<file path="src/pcko_pkg.sv">
// Package with shared types, constants and helper functions for the checksum offload block.
`timescale 1ns / 1ps

package pcko_pkg;

   // Field widths.
   localparam int unsigned WORD_W = 16;
   localparam int unsigned LEN_W  = 16;
   localparam int unsigned KIND_W = 3;
   localparam int unsigned OFF_W  = 7;
   localparam int unsigned STAT_W = 2;
   localparam int unsigned POS_W  = 17;
   localparam int unsigned HDR_W  = 7;
   localparam int unsigned ADR_W  = 6;

   // Header layout constants.
   localparam logic [3:0]       VERSION_SIX  = 4'd6;
   localparam logic [HDR_W-1:0] V6_HDR_BYTES = 7'd40;
   localparam logic [ADR_W-1:0] V4_ADDR_LO   = 6'd12;
   localparam logic [ADR_W-1:0] V4_ADDR_HI   = 6'd20;
   localparam logic [ADR_W-1:0] V6_ADDR_LO   = 6'd8;
   localparam logic [ADR_W-1:0] V6_ADDR_HI   = 6'd40;

   typedef enum logic [KIND_W-1:0] {
      KIND_IP_HDR,
      KIND_TCP,
      KIND_UDP,
      KIND_ICMP,
      KIND_IGMP,
      KIND_OSPF,
      KIND_VRRP,
      KIND_OTHER
   } kind_type;

   typedef enum logic [STAT_W-1:0] {
      STAT_OK,
      STAT_ZERO_LEN,
      STAT_UNSUPPORTED,
      STAT_SHORT
   } status_type;

   // One request as held in the input register.
   typedef struct packed {
      logic [WORD_W-1:0] data_word;
      logic              first_word;
      logic              last_word;
      logic              single_byte;
      kind_type          protocol_kind;
      logic [LEN_W-1:0]  segment_length;
   } pcko_item_type;

   // One result as produced by the accumulator.
   typedef struct packed {
      logic              valid;
      logic [WORD_W-1:0] checksum;
      logic [OFF_W-1:0]  checksum_offset;
      status_type        status;
   } pcko_result_type;

   // Offset of the checksum word from the start of the summed region.
   function automatic logic [4:0] cks_word_offset(input kind_type kind);
      logic [4:0] off;
      unique case (kind)
         KIND_IP_HDR: off = 5'd10;
         KIND_TCP:    off = 5'd16;
         KIND_UDP:    off = 5'd6;
         KIND_ICMP:   off = 5'd2;
         KIND_IGMP:   off = 5'd2;
         KIND_OSPF:   off = 5'd12;
         KIND_VRRP:   off = 5'd6;
         KIND_OTHER:  off = 5'd0;
         default:     off = 5'd0;
      endcase
      return off;
   endfunction

   // Protocol number that goes into the pseudo-header.
   function automatic logic [5:0] pseudo_proto(input kind_type kind);
      logic [5:0] num;
      unique case (kind)
         KIND_TCP:  num = 6'd6;
         KIND_UDP:  num = 6'd17;
         KIND_ICMP: num = 6'd58;
         default:   num = 6'd0;
      endcase
      return num;
   endfunction

   // Ones-complement addition with end-around carry.
   function automatic logic [WORD_W-1:0] ones_add(input logic [WORD_W-1:0] a,
                                                   input logic [WORD_W-1:0] b);
      logic [WORD_W:0] s;
      s = {1'b0, a} + {1'b0, b};
      return s[WORD_W-1:0] + {{(WORD_W-1){1'b0}}, s[WORD_W]};
   endfunction

endpackage

</file>
<file path="src/pcko_ifs.sv">
// Request and response channel interfaces for the checksum offload block.
`timescale 1ns / 1ps

interface pcko_req_if;
   import pcko_pkg::*;

   logic              valid;
   logic              ready;
   logic [WORD_W-1:0] data_word;
   logic              first_word;
   logic              last_word;
   logic              single_byte;
   logic [KIND_W-1:0] protocol_kind;
   logic [LEN_W-1:0]  segment_length;

   modport source (output valid, data_word, first_word, last_word, single_byte,
                   protocol_kind, segment_length, input ready);
   modport sink (input valid, data_word, first_word, last_word, single_byte,
                 protocol_kind, segment_length, output ready);
endinterface

interface pcko_rsp_if;
   import pcko_pkg::*;

   logic              valid;
   logic              ready;
   logic [WORD_W-1:0] checksum;
   logic [OFF_W-1:0]  checksum_offset;
   logic [STAT_W-1:0] status;

   modport source (output valid, checksum, checksum_offset, status, input ready);
   modport sink (input valid, checksum, checksum_offset, status, output ready);
endinterface

</file>
<file path="src/packet_checksum_offload.sv">
// Top level of the packet checksum offload block with its output register.
`timescale 1ns / 1ps

// Packet checksum offload.
// A packet arrives on req_ch as 16-bit network-order words, starting at the
// IP header; the first word carries the protocol kind and the layer-4 length.
// For each packet the block returns one response on rsp_ch on its last word:
// the complemented ones-complement checksum, the byte offset where it belongs
// and a status. Words that arrive outside a packet produce no response.
// Each request passes through an input register, is summed by one short
// single-pass accumulator stage and lands in the output register; a
// response is valid once the last word's result is registered there.
// Throughput is one word per cycle unless rsp_ch stalls; the only loop is the
// 16-bit end-around accumulator, which absorbs a word every cycle it fires.
// Reset is synchronous and clears the packet state and both valid flags.
// While the receiver holds rsp_ch.ready low with a response waiting, the
// input register stops advancing and req_ch.ready drops once it is full;
// no request is lost.
module packet_checksum_offload (
   input  logic        clock,
   input  logic        reset,
   pcko_req_if.sink    req_ch,
   pcko_rsp_if.source  rsp_ch
);
   import pcko_pkg::*;

   logic              out_free;
   logic              advance;
   logic              item_valid;
   pcko_item_type     item;
   pcko_result_type   result;

   logic              rsp_valid_ff, rsp_valid_in;
   logic [WORD_W-1:0] rsp_checksum_ff;
   logic [OFF_W-1:0]  rsp_offset_ff;
   status_type        rsp_status_ff;

   // The input register moves on whenever the output register can take a result.
   assign out_free = !rsp_valid_ff || rsp_ch.ready;
   assign advance  = item_valid && out_free;

   pcko_in_stage u_in_stage (
      .clock      (clock),
      .reset      (reset),
      .req_ch     (req_ch),
      .advance    (advance),
      .item_valid (item_valid),
      .item       (item)
   );

   pcko_accum u_accum (
      .clock  (clock),
      .reset  (reset),
      .fire   (advance),
      .item   (item),
      .result (result)
   );

   // Output register.
   always_comb begin
      if (out_free) begin
         rsp_valid_in = result.valid;
      end else begin
         rsp_valid_in = rsp_valid_ff;
      end
   end

   always_ff @(posedge clock) begin
      if (reset) begin
         rsp_valid_ff <= 1'b0;
      end else begin
         rsp_valid_ff <= rsp_valid_in;
      end
   end

   always_ff @(posedge clock) begin
      if (out_free && result.valid) begin
         rsp_checksum_ff <= result.checksum;
         rsp_offset_ff   <= result.checksum_offset;
         rsp_status_ff   <= result.status;
      end
   end

   assign rsp_ch.valid           = rsp_valid_ff;
   assign rsp_ch.checksum        = rsp_checksum_ff;
   assign rsp_ch.checksum_offset = rsp_offset_ff;
   assign rsp_ch.status          = rsp_status_ff;

   // A finished result always reaches the output register on the next edge.
   a_result_lands: assert property (@(posedge clock) disable iff (reset)
      result.valid |=> rsp_ch.valid)
      else $error("result was not registered for the response channel");

   // A failed packet reports neither checksum nor offset.
   a_fail_zero: assert property (@(posedge clock) disable iff (reset)
      (rsp_ch.valid && (rsp_ch.status != STAT_OK)) |->
      ((rsp_ch.checksum == '0) && (rsp_ch.checksum_offset == '0)))
      else $error("non-ok response carries checksum data");

   // A good packet always points at a checksum word past the packet start.
   a_ok_offset: assert property (@(posedge clock) disable iff (reset)
      (rsp_ch.valid && (rsp_ch.status == STAT_OK)) |-> (rsp_ch.checksum_offset != '0))
      else $error("ok response with zero checksum offset");

   // Results only appear when a request was consumed.
   a_result_needs_item: assert property (@(posedge clock) disable iff (reset)
      result.valid |-> (item_valid && item.last_word))
      else $error("result produced without a last word in the input register");

endmodule

</file>
<file path="src/pcko_in_stage.sv">
// Input register that holds one request until the accumulator consumes it.
`timescale 1ns / 1ps

module pcko_in_stage (
   input  logic                   clock,
   input  logic                   reset,
   pcko_req_if.sink               req_ch,
   input  logic                   advance,
   output logic                   item_valid,
   output pcko_pkg::pcko_item_type item
);
   import pcko_pkg::*;

   logic          valid_ff;
   logic          valid_in;
   pcko_item_type item_ff;
   logic          take;

   // The register is free when empty or when its request moves on this cycle.
   assign req_ch.ready = !valid_ff || advance;
   assign take         = req_ch.valid && req_ch.ready;

   always_comb begin
      if (take) begin
         valid_in = 1'b1;
      end else if (advance) begin
         valid_in = 1'b0;
      end else begin
         valid_in = valid_ff;
      end
   end

   always_ff @(posedge clock) begin
      if (reset) begin
         valid_ff <= 1'b0;
      end else begin
         valid_ff <= valid_in;
      end
   end

   // Payload is loaded on acceptance and needs no reset.
   always_ff @(posedge clock) begin
      if (take) begin
         item_ff.data_word      <= req_ch.data_word;
         item_ff.first_word     <= req_ch.first_word;
         item_ff.last_word      <= req_ch.last_word;
         item_ff.single_byte    <= req_ch.single_byte;
         item_ff.protocol_kind  <= kind_type'(req_ch.protocol_kind);
         item_ff.segment_length <= req_ch.segment_length;
      end
   end

   assign item_valid = valid_ff;
   assign item       = item_ff;

endmodule

</file>
<file path="src/pcko_accum.sv">
// Per-packet state and the single-pass checksum accumulation for one word.
`timescale 1ns / 1ps

module pcko_accum (
   input  logic                     clock,
   input  logic                     reset,
   input  logic                     fire,
   input  pcko_pkg::pcko_item_type  item,
   output pcko_pkg::pcko_result_type result
);
   import pcko_pkg::*;

   // Packet state.
   logic [WORD_W-1:0] sum_ff, sum_in;
   logic [POS_W-1:0]  pos_ff, pos_in;
   logic              v6_ff, v6_in;
   logic [HDR_W-1:0]  hdr_ff, hdr_in;
   kind_type          kind_ff, kind_in;
   logic [LEN_W-1:0]  len_ff, len_in;
   logic              in_pkt_ff, in_pkt_in;

   logic              active;
   logic              two;
   logic              pseudo;
   logic [WORD_W-1:0] pseudo_w;
   logic [WORD_W-1:0] base_sum;
   logic [HDR_W-1:0]  rs;
   logic [POS_W-1:0]  re;
   logic [HDR_W-1:0]  cpos;
   logic [ADR_W-1:0]  a_lo;
   logic [ADR_W-1:0]  a_hi;
   logic              hit_addr;
   logic              hit_region;
   logic [WORD_W-1:0] addr_w;
   logic [WORD_W-1:0] reg_w;
   logic [WORD_W-1:0] sum_a;
   logic [POS_W:0]    pos_p1;
   logic [POS_W:0]    pos_sum;
   logic [POS_W-1:0]  need;
   status_type        status;

   // A first mark restarts the packet; otherwise the held values apply.
   always_comb begin
      v6_in     = item.first_word ? (item.data_word[15:12] == VERSION_SIX) : v6_ff;
      hdr_in    = item.first_word ?
                  (v6_in ? V6_HDR_BYTES : {1'b0, item.data_word[11:8], 2'b00}) : hdr_ff;
      kind_in   = item.first_word ? item.protocol_kind : kind_ff;
      len_in    = item.first_word ? item.segment_length : len_ff;
      active    = item.first_word || in_pkt_ff;
      in_pkt_in = !item.last_word;
   end

   // Pseudo-header seed and region bounds.
   always_comb begin
      pseudo   = (kind_in == KIND_TCP) || (kind_in == KIND_UDP) ||
                 ((kind_in == KIND_ICMP) && v6_in);
      pseudo_w = {10'd0, pseudo_proto(kind_in)} + len_in;
      if (item.first_word) begin
         base_sum = pseudo ? pseudo_w : '0;
      end else begin
         base_sum = sum_ff;
      end
      rs   = (kind_in == KIND_IP_HDR) ? '0 : hdr_in;
      re   = (kind_in == KIND_IP_HDR) ? {10'd0, hdr_in} : {10'd0, hdr_in} + {1'b0, len_in};
      cpos = rs + {2'b00, cks_word_offset(kind_in)};
      a_lo = v6_in ? V6_ADDR_LO : V4_ADDR_LO;
      a_hi = v6_in ? V6_ADDR_HI : V4_ADDR_HI;
   end

   // Address word and region word, each added with end-around carry.
   always_comb begin
      two        = !(item.last_word && item.single_byte);
      pos_p1     = {1'b0, (item.first_word ? {POS_W{1'b0}} : pos_ff)} + 18'd1;
      hit_addr   = pseudo && (pos_p1 - 18'd1 >= {12'd0, a_lo}) &&
                   (pos_p1 - 18'd1 < {12'd0, a_hi});
      addr_w     = two ? item.data_word : {item.data_word[15:8], 8'h00};
      hit_region = (kind_in != KIND_OTHER) && (pos_p1 - 18'd1 != {11'd0, cpos}) &&
                   (pos_p1 - 18'd1 >= {11'd0, rs});
      reg_w[15:8] = (pos_p1 - 18'd1 < {1'b0, re}) ? item.data_word[15:8] : 8'h00;
      reg_w[7:0]  = (two && (pos_p1 < {1'b0, re})) ? item.data_word[7:0] : 8'h00;
      sum_a      = hit_addr ? ones_add(base_sum, addr_w) : base_sum;
      sum_in     = hit_region ? ones_add(sum_a, reg_w) : sum_a;
   end

   // Byte position saturates at all ones.
   always_comb begin
      pos_sum = pos_p1 + (two ? 18'd1 : 18'd0);
      pos_in  = pos_sum[POS_W] ? '1 : pos_sum[POS_W-1:0];
   end

   // Status on the last word, in priority order.
   always_comb begin
      need = (pseudo && ({11'd0, a_hi} > re)) ? {11'd0, a_hi} : re;
      priority if (len_in == '0) begin
         status = STAT_ZERO_LEN;
      end else if (kind_in == KIND_OTHER) begin
         status = STAT_UNSUPPORTED;
      end else if (pos_in < need) begin
         status = STAT_SHORT;
      end else begin
         status = STAT_OK;
      end
      result.valid           = fire && active && item.last_word;
      result.status          = status;
      result.checksum        = (status == STAT_OK) ? ~sum_in : '0;
      result.checksum_offset = (status == STAT_OK) ? cpos : '0;
   end

   always_ff @(posedge clock) begin
      if (reset) begin
         sum_ff    <= '0;
         pos_ff    <= '0;
         v6_ff     <= 1'b0;
         hdr_ff    <= '0;
         kind_ff   <= KIND_IP_HDR;
         len_ff    <= '0;
         in_pkt_ff <= 1'b0;
      end else if (fire && active) begin
         sum_ff    <= sum_in;
         pos_ff    <= pos_in;
         v6_ff     <= v6_in;
         hdr_ff    <= hdr_in;
         kind_ff   <= kind_in;
         len_ff    <= len_in;
         in_pkt_ff <= in_pkt_in;
      end
   end

endmodule
</file>
<file path="src/flat_wrapper.sv">
// flat-port wrapper written by rule: the top's interface ports become plain ports
module packet_checksum_offload_flat import pcko_pkg::*;
  (clock, reset, req_ch_valid, req_ch_data_word, req_ch_first_word, req_ch_last_word, req_ch_single_byte, req_ch_protocol_kind, req_ch_segment_length, req_ch_ready, rsp_ch_valid, rsp_ch_checksum, rsp_ch_checksum_offset, rsp_ch_status, rsp_ch_ready);
  pcko_req_if req_ch_i ();
  pcko_rsp_if rsp_ch_i ();
  input  logic clock;
  input  logic reset;
  input wire logic [$bits(req_ch_i.valid)-1:0] req_ch_valid;
  input wire logic [$bits(req_ch_i.data_word)-1:0] req_ch_data_word;
  input wire logic [$bits(req_ch_i.first_word)-1:0] req_ch_first_word;
  input wire logic [$bits(req_ch_i.last_word)-1:0] req_ch_last_word;
  input wire logic [$bits(req_ch_i.single_byte)-1:0] req_ch_single_byte;
  input wire logic [$bits(req_ch_i.protocol_kind)-1:0] req_ch_protocol_kind;
  input wire logic [$bits(req_ch_i.segment_length)-1:0] req_ch_segment_length;
  output wire logic [$bits(req_ch_i.ready)-1:0] req_ch_ready;
  output wire logic [$bits(rsp_ch_i.valid)-1:0] rsp_ch_valid;
  output wire logic [$bits(rsp_ch_i.checksum)-1:0] rsp_ch_checksum;
  output wire logic [$bits(rsp_ch_i.checksum_offset)-1:0] rsp_ch_checksum_offset;
  output wire logic [$bits(rsp_ch_i.status)-1:0] rsp_ch_status;
  input wire logic [$bits(rsp_ch_i.ready)-1:0] rsp_ch_ready;
  assign req_ch_i.valid = req_ch_valid;
  assign req_ch_i.data_word = req_ch_data_word;
  assign req_ch_i.first_word = req_ch_first_word;
  assign req_ch_i.last_word = req_ch_last_word;
  assign req_ch_i.single_byte = req_ch_single_byte;
  assign req_ch_i.protocol_kind = req_ch_protocol_kind;
  assign req_ch_i.segment_length = req_ch_segment_length;
  assign req_ch_ready = req_ch_i.ready;
  assign rsp_ch_valid = rsp_ch_i.valid;
  assign rsp_ch_checksum = rsp_ch_i.checksum;
  assign rsp_ch_checksum_offset = rsp_ch_i.checksum_offset;
  assign rsp_ch_status = rsp_ch_i.status;
  assign rsp_ch_i.ready = rsp_ch_ready;
  packet_checksum_offload u_core (.clock(clock), .reset(reset), .req_ch(req_ch_i), .rsp_ch(rsp_ch_i));
endmodule
</file>
<file path="config.mk">
export PLATFORM = sky130hd
export DESIGN_NAME = packet_checksum_offload_flat
export DESIGN_NICKNAME = d
export VERILOG_FILES = /design/src/pcko_pkg.sv /design/src/pcko_ifs.sv /design/src/packet_checksum_offload.sv /design/src/pcko_in_stage.sv /design/src/pcko_accum.sv /design/src/flat_wrapper.sv
export SDC_FILE = /design/constraint.sdc
export NUM_CORES = 1
export LEC_CHECK = 0
export ABC_AREA = 1
export BUFFER_PORTS_ARGS = -buffer_cell sky130_fd_sc_hd__buf_4
export CAP_MARGIN = 20
export CORE_MARGIN = 1
export CORE_UTILIZATION = 28
export DETAILED_ROUTE_END_ITERATION = 10
export PLACE_DENSITY = 0.48
export RECOVER_POWER = 100
export SYNTH_ARGS = -nofsm -noshare
export SYNTH_HDL_FRONTEND = slang
export SYNTH_SLANG_ARGS = --single-unit
</file>
<file path="constraint.sdc">
create_clock -name clock -period 9.4 [get_ports clock]
set_input_delay 0 -clock clock [delete_from_list [all_inputs] [get_ports clock]]
set_output_delay 0 -clock clock [all_outputs]
set_load 0.02 [all_outputs]
</file>
Yosys cells after proc, flatten, opt, wreduce, memory -nomap -nowiden

Memories as Yosys holds them, arrays and structs flattened.
Cells that the tools add are included.

$add $sub $neg: 10
Magnitude comparators: 7
Equal/unequal tests: 7
Multiplexer cells: 26
Bitwise gates (word level): 1
Reductions and logical operators: 26

Operators by type and width:

| operator                | count |
|---|---|
| $mux W16                | 5 |
| $mux W17                | 4 |
| $lt A18 B17 Y1          | 2 |
| $add A16 B16 Y17        | 2 |
| $add A16 B1 Y16         | 2 |
| $mux W8                 | 3 |
| $add A17 B1 Y18 const B | 1 |
| $add A18 B1 Y18         | 1 |
| $ge A18 B4 Y1           | 1 |
| $ge A18 B7 Y1           | 1 |
| $lt A18 B6 Y1           | 1 |
| $ne A18 B7 Y1           | 1 |
| $pmux W6 S3             | 1 |
| $sub A18 B1 Y18 const B | 1 |
| $add A7 B16 Y17         | 1 |
| $gt A6 B17 Y1           | 1 |
| $lt A17 B17 Y1          | 1 |
| $add A6 B16 Y16         | 1 |
| $logic_not A16 Y1       | 1 |
| $not A16 Y16            | 1 |
| $mux W7                 | 2 |
| $logic_and A1 B1 Y1     | 13 |
| $mux W6                 | 2 |
| $add A7 B5 Y7           | 1 |
| 13 further kinds        | 27 |

Register bits: 126
ROM bits: 32
Output and inout bits: 27
Word-level logic and storage cells: 96
Memories kept: 1

Memories:

| memory           | words | bits a word | read ports | clocked after Yosys merged registers in | wr ports | RTL line       | RTL |
|---|---|---|---|---|---|---|---|
| (name not given) | 8     | 4           | 1          | 0                                       | 0        | pcko_pkg.sv:63 | `unique case (kind)` |

Logic depth before layout (Yosys ltp)

Gate-level depths: netlist (run 1).

Depth after elaboration: 14
Mapped depth: 66
Depth with buffers taken out: 62

Hierarchy

A second synthesis (run 1) with hierarchy kept.

Cell total of the unflattened synthesis: 1907
Area total of the unflattened synthesis: 12896.1 µm²

By module, submodules not included:

| module                  | instances | cells each | area each (µm²) | seq. area each (µm²) |
|---|---|---|---|---|
| pcko_accum              | 1         | 1831       | 10904.2         | 1221.2 |
| pcko_in_stage           | 1         | 44         | 1188.6          | 1161.1 |
| packet_checksum_offload | 1         | 32         | 803.3           | 770.7 |

Worst setup path before layout (run 1)

OpenSTA, ideal clock, no wires.

Path kind: register to register
From: register u_core.u_in_stage.item_ff (netlist bit u_core.u_in_stage.item[21])
To: register u_core.rsp_checksum_ff[9], in the netlist u_core.rsp_ch.checksum[9] (data pin)
Setup time: 0.251 ns
Data arrival time: 8.804 ns
Slack: 0.346 ns
Stages on the path, launching flop included: 63
Path buffers: 6
Cells stage by stage: edfxtp_1 > buf_6 > buf_6 > buf_6 > buf_2 > clkbuf_1 > clkbuf_1 > o21ai_0 > inv_1 > ha_1 > inv_1 > nor2_1 > ha_1 > fa_1 > a21oi_1 > nand2_1 > and2_1 > nand2_1 > (+27 left out) > inv_1 > nor3_1 > nand3_1 > nand3_1 > nand3_1 > nand2_1 > a21oi_1 > o21bai_1 > ha_1 > nand2_1 > nor4_1 > and3_1 > nand3_1 > xor2_1 > inv_1 > nand2_2 > nand2_1 > nor2_1

Longest elaborated chain between the ends: 13
Elaborated cells on any way between the ends: 59
Those cells by class: add/sub: 10; order compare: 7; eq/ne: 6; mux: 22; bitwise: 1; reduce/logical: 12; memory: 1

Ends and longest elaborated chain:

| item                                                         | RTL line                           | RTL |
|---|---|---|
| start, declared                                              | pcko_in_stage.sv:16                | `pcko_item_type item_ff;` |
| $mux W3 *                                                    | pcko_accum.sv:47                   | `kind_in = item.first_word ? item.protocol_kind : kind_ff;` |
| named net u_core.u_accum.kind_in[1]                          | pcko_accum.sv:18                   | `kind_type kind_ff, kind_in;` |
| $eq A3 B2 Y1, or another cell as far along                   | pcko_pkg.sv:80, pcko_accum.sv:56   |  |
| $pmux W6 S3, or another cell as far along                    | pcko_pkg.sv:80                     | `unique case (kind)` |
| $add A6 B16 Y16 / $logic_or A1 B1 Y1 (equally long branches) | pcko_accum.sv:57, pcko_accum.sv:55 |  |
| $mux W16                                                     | pcko_accum.sv:59                   | `base_sum = pseudo ? pseudo_w : '0;` |
| $mux W16                                                     | pcko_accum.sv:58                   | `if (item.first_word) begin` |
| $add A16 B16 Y17                                             | pcko_pkg.sv:93                     | `s = {1'b0, a} + {1'b0, b};` |
| $add A16 B1 Y16                                              | pcko_pkg.sv:94                     | `return s[WORD_W-1:0] + {{(WORD_W-1){1'b0}}, s[WORD_W]};` |
| $mux W16                                                     | pcko_accum.sv:81                   | `sum_a = hit_addr ? ones_add(base_sum, addr_w) : base_sum;` |
| $add A16 B16 Y17                                             | pcko_pkg.sv:93                     |  |
| $add A16 B1 Y16                                              | pcko_pkg.sv:94                     |  |
| $mux W16                                                     | pcko_accum.sv:82                   | `sum_in = hit_region ? ones_add(sum_a, reg_w) : sum_a;` |
| $not A16 Y16                                                 | pcko_accum.sv:105                  | `result.checksum = (status == STAT_OK) ? ~sum_in : '0;` |
| end signal, assigned                                         | packet_checksum_offload.sv:78      | `rsp_checksum_ff <= result.checksum;` |
| end, declared                                                | packet_checksum_offload.sv:34      | `logic [WORD_W-1:0] rsp_checksum_ff;` |

The timed path passes the listed nets; every way through them passes the cells marked *.
A chain may end at the register's enable or synchronous reset.

Final worst setup path (run 1)

Ends and elaborated chain as after synthesis.

==> results of run 1 <==
## final timing paths
| check | cells after the start | slack, ns | start | end |
|---|---|---|---|---|
| worst max-delay path | 59 | 0.82 | u_core.u_in_stage.item[21]$_DFFE_PP_ | u_core.rsp_ch.checksum[9]$_SDFFCE_PP0P_ |
| worst min-delay path | 2 | 0.03 | reset | u_core.u_accum.in_pkt_ff$_SDFFE_PP0P_ |
| worst max register to register | 59 | 0.82 | u_core.u_in_stage.item[21]$_DFFE_PP_ | u_core.rsp_ch.checksum[9]$_SDFFCE_PP0P_ |
| worst min register to register | 2 | 0.46 | u_core.u_accum.v6_ff$_SDFFE_PP0P_ | u_core.u_accum.v6_ff$_SDFFE_PP0P_ |
## power groups by stage
stage	logic (mW)	registers (mW)	clock network (mW)
global placement	0.786	0.637	0
global route	0.913	0.629	0.700
finish	0.811	0.626	0.661
detailed placement	0.787	0.638	0
CTS	0.805	0.626	0.685
floorplan	0.561	0.634	0
## cells by family (layout without fill, tap and decap cells)
logic type | count (synthesis) | in the layout | synth area share, %
AOI/OAI and AO/OA | 304 | 304 | 13.2
xor gates and xnor gates | 63 | 63 | 4.31
adders and majority gates | 128 | 128 | 12.8
buffers and inverters | 334 | 473 | 10.6
DFF | 126 | 126 | 24.6
muxes | 4 | 4 | 0.313
and+or+nand+nor | 931 | 931 | 34.1
## state kept, by name, indices dropped and copies added, names as in the netlist
signal and flops:
u_core.rsp_ch.checksum 16, u_core.rsp_ch.valid 1, u_core.u_accum.v6_ff 1, u_core.u_in_stage.item_valid 1
u_core.rsp_ch.checksum_offset 7, u_core.u_accum.len_ff 16, u_core.rsp_ch.status 2, u_core.u_accum.hdr_ff 7
u_core.u_accum.sum_ff 16, u_core.u_accum.kind_ff 3, u_core.u_in_stage.item 38, u_core.u_accum.pos_ff 17
u_core.u_accum.in_pkt_ff 1
## cell type report
cell class                 count  area, um^2
clock inverter                14         131
inverter                     295        1110
fill                        4896       29600
clock buffer                  18         429
tap                          592         741
sequential                   126        3150
multi-input combinational   1430        8350
timing repair buffer         146        1080
## placed cells by master, fill, tap and decap left out, types with 17 or more instances in the layout
cell type,instances
a21oi_1,121
buf_4,34
clkbuf_1,35
clkbuf_16,17
clkbuf_4,35
dfxtp_1,63
dlygate4sd3_1,43
edfxtp_1,63
ha_1,118
inv_1,286
nand2_1,404
nand2_2,41
nand3_1,149
nand3_2,17
nand4_1,36
nor2_1,166
nor2_2,25
nor3_1,27
o21ai_0,103
xnor2_1,17
xor2_1,46
## per-layer routing
layer | share of wire [%] | vias up | wire length, um
li1 | - | 6492 | -
met1 | 49 | 5903 | 22500
met2 | 44 | 344 | 20000
met3 | 5.2 | 51 | 2390
met4 | 2.1 | 0 | 973
met5 | 0 | - | 0
## what timing repair did
action / in CTS / in global routing
hold buffers: 43 / 0
resized for setup: 0 / 22
hold endpoints to repair: 40 / 0
setup buffers: 0 / 1
setup endpoints to repair: 0 / 22
==> reports/summary.txt, run 1 <==
Yosys reg bits: 126
Switching share of total power: 40.8%
Post-synthesis sequential area ratio: 24.6%
Core ar.: 44600 um^2
Met1 usage: 28.2%
Overall power: 2.10 mW
Int Pwr: 1.24 mW
Final Cycle Share: 91.3%
Final Wtd Congestion: 0.896
Post-Syn Instances: 1890
Mapped Area: 12800 um^2
# H-tree levels: 4
Top Ports: 69
Vias per inst: 4.88
CTS Buffer Depth: 2
Initial DRT Pass Iterations: 6
CP Max Fanout: 13
First-pass GRT wire length: 70.9 mm
Die ar.: 46600 um^2
CTS tree: done
Routed Antenna Nets: 0
Psw: 0.855 mW
Area delta synth->final: 17.2%
Clock skew: 0.0163 ns
Synth warnings: 0
Avg Cell Area, Syn: 6.77 um^2
Pre-CTS setup slack: 0.363 ns
Dpl cells: 2544
Most common cell on crit path: nand2_1
Grt total ovfl: 0
Clk_lat worst skew: 0.48 ns
Clk slew on worst S/H paths: 0.07 ns
Total CTS buffers: 17
Top Usage Layer GRT: met2
Yosys top cell by area: edfxtp_1
CP peak stage delay: 0.40 ns
Layout Nets: 2186
Final core utilization: 33.6%
Largest net degree at the start of global routing: 62
Via count: 12790
Non-filler cells, final: 2621
WL per Instance: 17.5 um
Top post-synthesis cells by count: nand2_1 (402), inv_1 (286), nor2_1 (169)
GRT Overall Usage: 20.2%
Kind of critical path: reg2reg
Crit start category: flip-flop
Maximum vdd drop: 0.143 mV
Ranking of synthesized cells by area: edfxtp_1 (15%), ha_1 (12%), nand2_1 (12%)
Most frequent cell after synthesis: nand2_1
Register share of total power: 29.8%
Failing checks: max-capacitance violations, max-slew violations
Worst Setup End Kind: flip-flop
DPL Wire Length: 37.5 mm
Chip width: 216 um
CP arrival: 8.79 ns
Port buffer count: 68
Final setup violation count: 0
Top delay family on crit path: simple AND/OR/NAND/NOR gates
Final worst setup slack: 0.819 ns
Clock network power share: 31.5%
CP bufs+invs: 7
PwrDens: 140 nW/um^2
Main synth FF type: edfxtp_1
Final hold violation count: 0
Status: complete, but fails checks
Vias in the first global route: 12317
Fin crit period: 8.58 ns
Setup TNS: 0 ns
Max-slew headroom: -54.1%
Row Count: 77
Post-synth net total: 2060
Leak Pwr: 7.44 nW
Final Max Slew Viols: 51
MaxCap Viol Count: 1
Met3 usage: 3.38%
Starting Density: 28.7%
Antenna diode count: 0
Root Driver: clkbuf_16
Async set-or-reset flop fraction in the synthesized netlist: 0%
Yosys cell types: 54
Worst hold slack: 0.0332 ns
EDFF count, synth: 63
Die Span Y: 216 um
DR iter-0 viols: 879
Top-area cell type share of the netlist area: 14.8%
# DRC: 0
Initial antenna violation count: 0
Post-Route WL: 45.8 mm
Hold crit path type: in2reg
Gate power share: 38.7%
Design area: 15000 um^2
Worst path required time: 9.61 ns
Met2 Use GR: 31.3%
Worst Tran Pin Value: 2.31 ns
Sink Count: 126
Placed cell area: 14100 um^2
CP max stage cell: edfxtp_1
Max Clk Rate: 117 MHz
Share of cells above drive strength 1: 12.0%
Power figures use the tool's default switching activity.
==> inputs of run 2 (changes only) <==
--- a/config.mk
+++ b/config.mk
@@ -5,7 +5,7 @@
 export SDC_FILE = /design/constraint.sdc
 export NUM_CORES = 1
 export LEC_CHECK = 0
-export ABC_AREA = 1
+export ABC_AREA = 0
 export BUFFER_PORTS_ARGS = -buffer_cell sky130_fd_sc_hd__buf_4
 export CAP_MARGIN = 20
 export CORE_MARGIN = 1
==> run 2 against run 1 <==
  * The flow now finishes without violations
  * First-iteration DRC count down 6.6%
  * Setup slack worse by 0.47 ns
  * Die area down 5.2%
  * Clock power down 1%
  * Worst hold slack better by 0.24 ns
  * Utilization up 2.3 points
  * Non-clock buffer count up 54
  * Routed wire length down 8.7%
  * Register-to-register slack worse by 0.47 ns
==> reports/summary.txt, run 2 <==
Gate power share: 36.8% (was 38.7%)
Post-synthesis compound-gate area fraction: 20.5% (was 13.2%)
Worst r2r src: u_core.u_in_stage.item[21]$_DFFE_PP_ (unchanged)
Worst hold slack: 0.275 ns (was 0.0332 ns)
Status: finished clean (was complete, but fails checks)
Clk slew on worst S/H paths: 0.07 ns (about the same)
Most frequent cell after synthesis: nor2_1 (was nand2_1)
Synth warnings: 0 (unchanged)
CP peak stage delay: 0.44 ns (was 0.40 ns)
Max reg flops: 38 (unchanged)
Yosys cell types: 92 (was 54)
GRT Overall Usage: 19.0% (was 20.2%)
Final Wtd Congestion: 0.946 (was 0.896)
Routed Antenna Nets: 0 (unchanged)
Ranking of synthesized cells by area: edfxtp_1 (16%), ha_1 (13%), dfxtp_1 (10%) (was edfxtp_1 (15%), ha_1 (12%), nand2_1 (12%))
Initial antenna violation count: 0 (unchanged)
Leak Pwr: 6.22 nW (was 7.44 nW)
Final worst setup slack: 0.349 ns (was 0.819 ns)
WL per Instance: 19.1 um (was 17.5 um)
Worst path required time: 9.75 ns (was 9.61 ns)
Layout Nets: 1772 (was 2186)
Int Pwr: 1.28 mW (was 1.24 mW)
Register share of total power: 31.1% (was 29.8%)
Vias per inst: 5.15 (was 4.88)
Worst Setup End Kind: flip-flop (unchanged)
Critical path endpoint: u_core.u_accum.sum_ff[14]$_SDFFE_PP0P_ (was u_core.rsp_ch.checksum[9]$_SDFFCE_PP0P_)
# H-tree levels: 4 (unchanged)
Post-Syn Instances: 1438 (was 1890)
Post-synthesis simple-gate area fraction: 23.3% (was 34.1%)
Max-slew headroom: 33.9% (was -54.1%)
Share of cells above drive strength 1: 18.5% (was 12.0%)
Setup crit start: u_core.u_in_stage.item[21]$_DFFE_PP_ (unchanged)
Top delay family on crit path: compound AO/OA/AOI/OAI gates (was simple AND/OR/NAND/NOR gates)
R2R depth: 51 (was 59)
Largest net degree at the start of global routing: 72 (was 62)
Area occupied by multi-input gates: 8980 um^2 (was 8350 um^2)
Post-synthesis mux area share: 4.70% (was 0.313%)
Clk_lat worst skew: 0.46 ns (was 0.48 ns)
CP bufs+invs: 3 (was 7)
Critical path depth: 51 (was 59)
Maximum vdd drop: 0.146 mV (was 0.143 mV)
DR iter-0 viols: 821 (was 879)
Area delta synth->final: 25.3% (was 17.2%)
Xor/xnor cell area share of the yosys netlist: 7.58% (was 4.31%)
CP Max Fanout: 5 (was 13)
Grt total ovfl: 0 (unchanged)
HP Start: req_ch_data_word[13] (was reset)
Switching share of total power: 37.1% (was 40.8%)
Final hold violation count: 0 (unchanged)
Largest family of logic cells by synthesized area: simple AND/OR/NAND/NOR gates (unchanged)
Starting Density: 28.7% (about the same)
Final Cycle Share: 96.3% (was 91.3%)
Avg Cell Area, Syn: 8.43 um^2 (was 6.77 um^2)
Main synth FF type: edfxtp_1 (unchanged)
Top-area cell type share of the netlist area: 15.6% (was 14.8%)
Post-Route WL: 41.8 mm (was 45.8 mm)
Hold path depth: 2 (unchanged)
# DRC: 0 (unchanged)
Top Ports: 69 (unchanged)
Fin crit period: 9.05 ns (was 8.58 ns)
Yosys reg bits: 126 (unchanged)
CP max stage cell: edfxtp_1 (unchanged)
Kind of critical path: reg2reg (unchanged)
Vias in the first global route: 10746 (was 12317)
Antenna diode count: 0 (unchanged)
Mapped Area: 12100 um^2 (was 12800 um^2)
PwrDens: 134 nW/um^2 (was 140 nW/um^2)
Psw: 0.755 mW (was 0.855 mW)
Core ar.: 42300 um^2 (was 44600 um^2)
Overall power: 2.04 mW (was 2.10 mW)
Post-synth net total: 1608 (was 2060)
Async set-or-reset flop fraction in the synthesized netlist: 0% (unchanged)
Chip width: 210 um (was 216 um)
Max Clk Rate: 110 MHz (was 117 MHz)
Worst Tran Pin Value: 0.964 ns (was 2.31 ns)
Hold crit path type: in2reg (unchanged)
Initial DRT Pass Iterations: 5 (was 6)
Port buffer count: 68 (unchanged)
Total CTS buffers: 17 (unchanged)
Final Max Slew Viols: 0 (was 51)
Row Count: 75 (was 77)
CTS Buffer Depth: 2 (unchanged)
Most common cell after layout, fill and taps aside: nor2_1 (was nand2_1)
Die Span Y: 210 um (was 216 um)
Die ar.: 44100 um^2 (was 46600 um^2)
# fillers: 4388 (was 4896)
Adder-Cell Fraction of Synth Area: 13.7% (was 12.8%)
Clock network power share: 32.1% (was 31.5%)
Unrepaired setup endpoints after global routing: true
Root Driver: clkbuf_16 (unchanged)
Pre-CTS setup slack: 0.0451 ns (was 0.363 ns)
MaxCap Viol Count: 0 (was 1)
First-pass GRT wire length: 63.9 mm (was 70.9 mm)
Most frequent cells in the layout: nor2_1 (129), nand2_1 (117), ha_1 (105), buf_4 (88), a21oi_1 (80) (was nand2_1 (404), inv_1 (286), nor2_1 (166), nand3_1 (149), a21oi_1 (121))
DPL Wire Length: 32.8 mm (was 37.5 mm)
Crit start category: flip-flop (unchanged)
Yosys top cell by area: edfxtp_1 (unchanged)
FF-to-FF End: u_core.u_accum.sum_ff[14]$_SDFFE_PP0P_ (was u_core.rsp_ch.checksum[9]$_SDFFCE_PP0P_)
Register area: 3150 um^2 (unchanged)
CTS tree: done (unchanged)
Sink Count: 126 (unchanged)
Via count: 11282 (was 12790)
CP arrival: 9.40 ns (was 8.79 ns)
Post-synthesis sequential area ratio: 26.0% (was 24.6%)
R2R setup slack: 0.35 ns (was 0.82 ns)
Clock skew: 0.0172 ns (was 0.0163 ns)
EDFF count, synth: 63 (unchanged)
Top post-synthesis cells by count: nor2_1 (130), ha_1 (123), nand2_1 (119) (was nand2_1 (402), inv_1 (286), nor2_1 (169))
Final setup violation count: 0 (unchanged)
[run 2: how the worst min path moves through the flow]
| stage | end |
|---|---|
| floorplan | u_core.u_in_stage.item[0]$_DFFE_PP_ |
| global placement | u_core.u_in_stage.item[24]$_DFFE_PP_ |
| detailed placement | u_core.u_in_stage.item[17]$_DFFE_PP_ |
| CTS | u_core.u_in_stage.item[27]$_DFFE_PP_ |
| global route | u_core.u_in_stage.item[32]$_DFFE_PP_ |
| finish | u_core.u_in_stage.item[35]$_DFFE_PP_ |
[run 2: final cells by class]
cell class | count | share of cell area [%]
clock buffer | 18 | 2.83
sequential | 126 | 20.8
tap | 577 | 4.75
clock inverter | 14 | 0.774
multi-input combinational | 1188 | 59.1
inverter | 69 | 1.72
timing repair buffer | 200 | 10.0
[run 2: cells by family after synthesis]
group / Yosys count
AND/OR/NAND/NOR: 536
AO/OA/AOI/OAI: 365
adder cells (fa/ha/maj): 130
flip-flops: 126
buffers and inverters: 124
XOR/XNOR: 105
multiplexers: 52
[run 2: per-layer routing]
metal / routed length (um) / track usage (%)
met1: 21400 / 28.0
met2: 18000 / 28.9
met3: 1820 / 2.56
met4: 649 / 4.78
met5: 0 / 0
[run 2: repair_timing]
item                                    CTS  global route
hold buffers                             42             0
gates resized for setup                   0            57
setup buffers                             0            29
hold endpoints to repair                 50             0
endpoints found under the setup margin    0            29
[run 2: stage by stage]
stage | instance area (um^2) | cells | util [%] | setup TNS, ns
final | 15200 | 2192 | 35.9 | 0
after global routing | 15200 | 2192 | 35.9 | -0.230
after CTS | 14700 | 2161 | 34.8 | 0
after detailed placement | 13800 | 2087 | 32.5 | 0
after global placement | 13800 | 2086 | 32.5 | 0
after floorplan | 12400 | 1438 | - | -0.739
[run 2: power by group through the flow]
stage	logic [mW]	registers, mW	clock network, mW
after floorplan	0.487	0.636	0
after global placement	0.689	0.644	0
after detailed placement	0.691	0.644	0
after CTS	0.709	0.633	0.670
after global routing	0.824	0.636	0.686
final	0.750	0.633	0.653
==> inputs of run 3 (changes only) <==
--- a/config.mk
+++ b/config.mk
@@ -13,6 +13,8 @@
 export DETAILED_ROUTE_END_ITERATION = 10
 export PLACE_DENSITY = 0.48
 export RECOVER_POWER = 100
+export SETUP_SLACK_MARGIN = 0.5
 export SYNTH_ARGS = -nofsm -noshare
 export SYNTH_HDL_FRONTEND = slang
+export SYNTH_HIERARCHICAL = 1
 export SYNTH_SLANG_ARGS = --single-unit
==> constraint.sdc (replaced) <==
create_clock -name clock -period 9.4 [get_ports clock]
set_input_delay 0.94 -clock clock [delete_from_list [all_inputs] [get_ports clock]]
set_output_delay 0.94 -clock clock [all_outputs]
set_load 0.02 [all_outputs]
==> run 3 against run 2 <==
  * Combinational power increased by 16%
  * Register-to-register slack better by 0.20 ns
  * Die area shrank 2.1%
  * Routed wire length fell by 5.5%
  * Largest power group unchanged
  * The flow now finishes with violations (design-rule violations, max-capacitance violations, max-slew violations)
  * Cell count is 6.4% lower
  * First-iteration DRC count down 4.6%
==> reports/summary.txt, run 3 <==
Avg Cell Area, Syn: 8.41 um^2 (was 8.43 um^2)
Max-slew headroom: -184% (was 33.9%)
Design area: 14200 um^2 (was 15200 um^2)
First-pass GRT wire length: 60.2 mm (was 63.9 mm)
CP max stage cell: edfxtp_1 (unchanged)
Async set-or-reset flop fraction in the synthesized netlist: 0% (unchanged)
Grt total ovfl: 0 (unchanged)
Top Ports: 69 (unchanged)
Leak Pwr: 5.83 nW (was 6.22 nW)
CP peak stage delay: 0.50 ns (was 0.44 ns)
Initial DRT Pass Iterations: 8 (was 5)
Ranking of synthesized cells by area: edfxtp_1 (16%), ha_1 (13%), dfxtp_1 (11%) (was edfxtp_1 (16%), ha_1 (13%), dfxtp_1 (10%))
Chip width: 208 um (was 210 um)
Clk_lat worst skew: 0.45 ns (was 0.46 ns)
WL per Instance: 19.3 um (was 19.1 um)
Post-synthesis sequential area ratio: 26.6% (was 26.0%)
# DRC: 2 (was 0)
Post-Syn Instances: 1411 (was 1438)
Routed Antenna Nets: 0 (unchanged)
Die ar.: 43200 um^2 (was 44100 um^2)
Share of cells above drive strength 1: 15.7% (was 18.5%)
Layout Nets: 1669 (was 1772)
Worst path required time: 9.59 ns (was 9.75 ns)
MaxCap Viol Count: 4 (was 0)
GRT Overall Usage: 18.2% (was 19.0%)
Pre-CTS setup slack: 0.0110 ns (was 0.0451 ns)
Mapped Area: 11900 um^2 (was 12100 um^2)
Overall power: 2.27 mW (was 2.04 mW)
Yosys top cell by area: edfxtp_1 (unchanged)
Top post-synthesis cells by count: nand2_1 (129), nor2_1 (126), ha_1 (123) (was nor2_1 (130), ha_1 (123), nand2_1 (119))
Clk slew on worst S/H paths: 0.06 ns (was 0.07 ns)
Int Pwr: 1.45 mW (was 1.28 mW)
Non-filler cells, final: 2051 (was 2192)
Psw: 0.826 mW (was 0.755 mW)
Row Count: 75 (unchanged)
Gate power share: 38.3% (was 36.8%)
Total CTS buffers: 17 (unchanged)
Starting Density: 28.4% (was 28.7%)
Die Span Y: 208 um (was 210 um)
Unrepaired setup endpoints after global routing: true (unchanged)
Most frequent cell after synthesis: nand2_1 (was nor2_1)
EDFF count, synth: 63 (unchanged)
CTS tree: done (unchanged)
Final hold violation count: 0 (unchanged)
Largest net degree at the start of global routing: 72 (unchanged)
Worst hold slack: 0.455 ns (was 0.275 ns)
DPL Wire Length: 30.8 mm (was 32.8 mm)
Synth warnings: 6 (was 0)
Port buffer count: 68 (unchanged)
Post-synth net total: 1581 (was 1608)
Most frequent cells in the layout: nand2_1 (127), nor2_1 (123), ha_1 (107), a21oi_1 (77), inv_1 (71) (was nor2_1 (129), nand2_1 (117), ha_1 (105), buf_4 (88), a21oi_1 (80))
Max Clk Rate: 113 MHz (was 110 MHz)
CP arrival: 9.05 ns (was 9.40 ns)
Switching share of total power: 36.3% (was 37.1%)
Sink Count: 126 (unchanged)
DR iter-0 viols: 783 (was 821)
Final worst setup slack: 0.547 ns (was 0.349 ns)
Final Cycle Share: 94.2% (was 96.3%)
Post-Route WL: 39.5 mm (was 41.8 mm)
Via count: 10639 (was 11282)
Final Max Slew Viols: 168 (was 0)
Placed cell area: 13200 um^2 (was 13800 um^2)
Hold crit path type: reg2reg (was in2reg)
Vias per inst: 5.19 (was 5.15)
Maximum vdd drop: 0.126 mV (was 0.146 mV)
Worst Setup End Kind: flip-flop (unchanged)
Vias in the first global route: 10215 (was 10746)
Clock network power share: 33.2% (was 32.1%)
Antenna diode count: 0 (unchanged)
Crit start category: flip-flop (unchanged)
Final core utilization: 33.9% (was 35.9%)
Area delta synth->final: 19.4% (was 25.3%)
Most common cell on crit path: ha_4
Yosys cell types: 91 (was 92)
Initial antenna violation count: 0 (unchanged)
Final setup violation count: 0 (unchanged)
# H-tree levels: 4 (unchanged)
Register share of total power: 28.5% (was 31.1%)
Root Driver: clkbuf_16 (unchanged)
Dpl cells: 1994 (was 2087)
CP Max Fanout: 6 (was 5)
CTS Buffer Depth: 2 (unchanged)
Kind of critical path: reg2reg (unchanged)
Failing checks: design-rule violations, max-capacitance violations, max-slew violations
Status: complete, but fails checks (was finished clean)
Core ar.: 41900 um^2 (was 42300 um^2)
PwrDens: 160 nW/um^2 (was 134 nW/um^2)
Max reg flops: 38 (unchanged)
Most common cell after layout, fill and taps aside: nand2_1 (was nor2_1)
Setup TNS: 0 ns (unchanged)
Final Wtd Congestion: 0.895 (was 0.946)
Top-area cell type share of the netlist area: 15.9% (was 15.6%)
Clock skew: 0.0128 ns (was 0.0172 ns)
Main synth FF type: edfxtp_1 (unchanged)
Worst Tran Pin Value: 4.22 ns (was 0.964 ns)
Yosys reg bits: 126 (unchanged)
Fin crit period: 8.85 ns (was 9.05 ns)
==> run 3: repair_timing <==
action | in CTS | in global routing
endpoints found under the setup margin | 32 | 32
resized for setup | 8 | 57
hold endpoints to repair | 0 | 0
pin swaps | 3 | 41
buffers inserted | 6 | 19
hold buffers | 0 | 0
cloned | 0 | 0
==> run 3: critical path: cells and delay by family (launching register included) <==
kind,cells,cell delay [ns]
AOI/OAI and AO/OA,21,4.25
adders and majority gates,8,1.79
and+or+nand+nor,10,0.84
muxes,3,0.69
DFF,1,0.50
xor gates and xnor gates,2,0.31
buffers and inverters,2,0.21
==> run 3: cell families (layout without fill, tap and decap cells) <==
kind of cell / count (synthesis) / in the layout / share of synthesized area, %
AO/OA/AOI/OAI: 350 / 350 / 19.9
XOR/XNOR: 112 / 112 / 8.38
adder cells (fa/ha/maj): 130 / 130 / 14.0
buffers and inverters: 129 / 230 / 4.70
flip-flops: 126 / 126 / 26.6
multiplexers: 51 / 51 / 4.62
AND/OR/NAND/NOR: 513 / 513 / 21.9
==> run 3: layout make-up <==
| class | count | area [um^2] |
|---|---|---|
| Multi-Input combinational cell | 1156 | 8600 |
| Clock buffer | 18 | 439 |
| Fill cell | 4442 | 27700 |
| Clock inverter | 14 | 214 |
| Inverter | 77 | 289 |
| Tap cell | 539 | 674 |
| Timing Repair Buffer | 121 | 803 |
| Sequential cell | 126 | 3150 |
==> run 3: final timing paths <==
| kind | slack [ns] | startpoint | end | cells past startpoint |
|---|---|---|---|---|
| worst min-delay path | 0.46 | u_core/u_accum/sum_ff[9]$_SDFFE_PP0P_ | u_core/u_accum/sum_ff[9]$_SDFFE_PP0P_ | 2 |
| worst max register to register | 0.55 | u_core/u_in_stage/item[21]$_DFFE_PP_ | u_core/u_accum/sum_ff[5]$_SDFFE_PP0P_ | 46 |
| worst max-delay path | 0.55 | u_core/u_in_stage/item[21]$_DFFE_PP_ | u_core/u_accum/sum_ff[5]$_SDFFE_PP0P_ | 46 |
| worst min register to register | 0.46 | u_core/u_accum/sum_ff[9]$_SDFFE_PP0P_ | u_core/u_accum/sum_ff[9]$_SDFFE_PP0P_ | 2 |
==> run 3: routing by layer <==
metal  track usage [%]  vias up  routed length [um]
li1                  -     5282                   -
met1              24.3     5062               18800
met2              29.6      242               18100
met3              2.75       53                1550
met4              6.46        0                1100
met5                 0        -                   0
==> run 3: power groups by stage <==
stage | logic (mW) | clock network (mW) | registers (mW)
6_report | 0.872 | 0.754 | 0.648
5_1_grt | 0.960 | 0.791 | 0.652
4_1_cts | 0.830 | 0.771 | 0.647
3_5_place_dp | 0.820 | 0 | 0.659
3_3_place_gp | 0.820 | 0 | 0.659
2_1_floorplan | 0.597 | 0 | 0.651
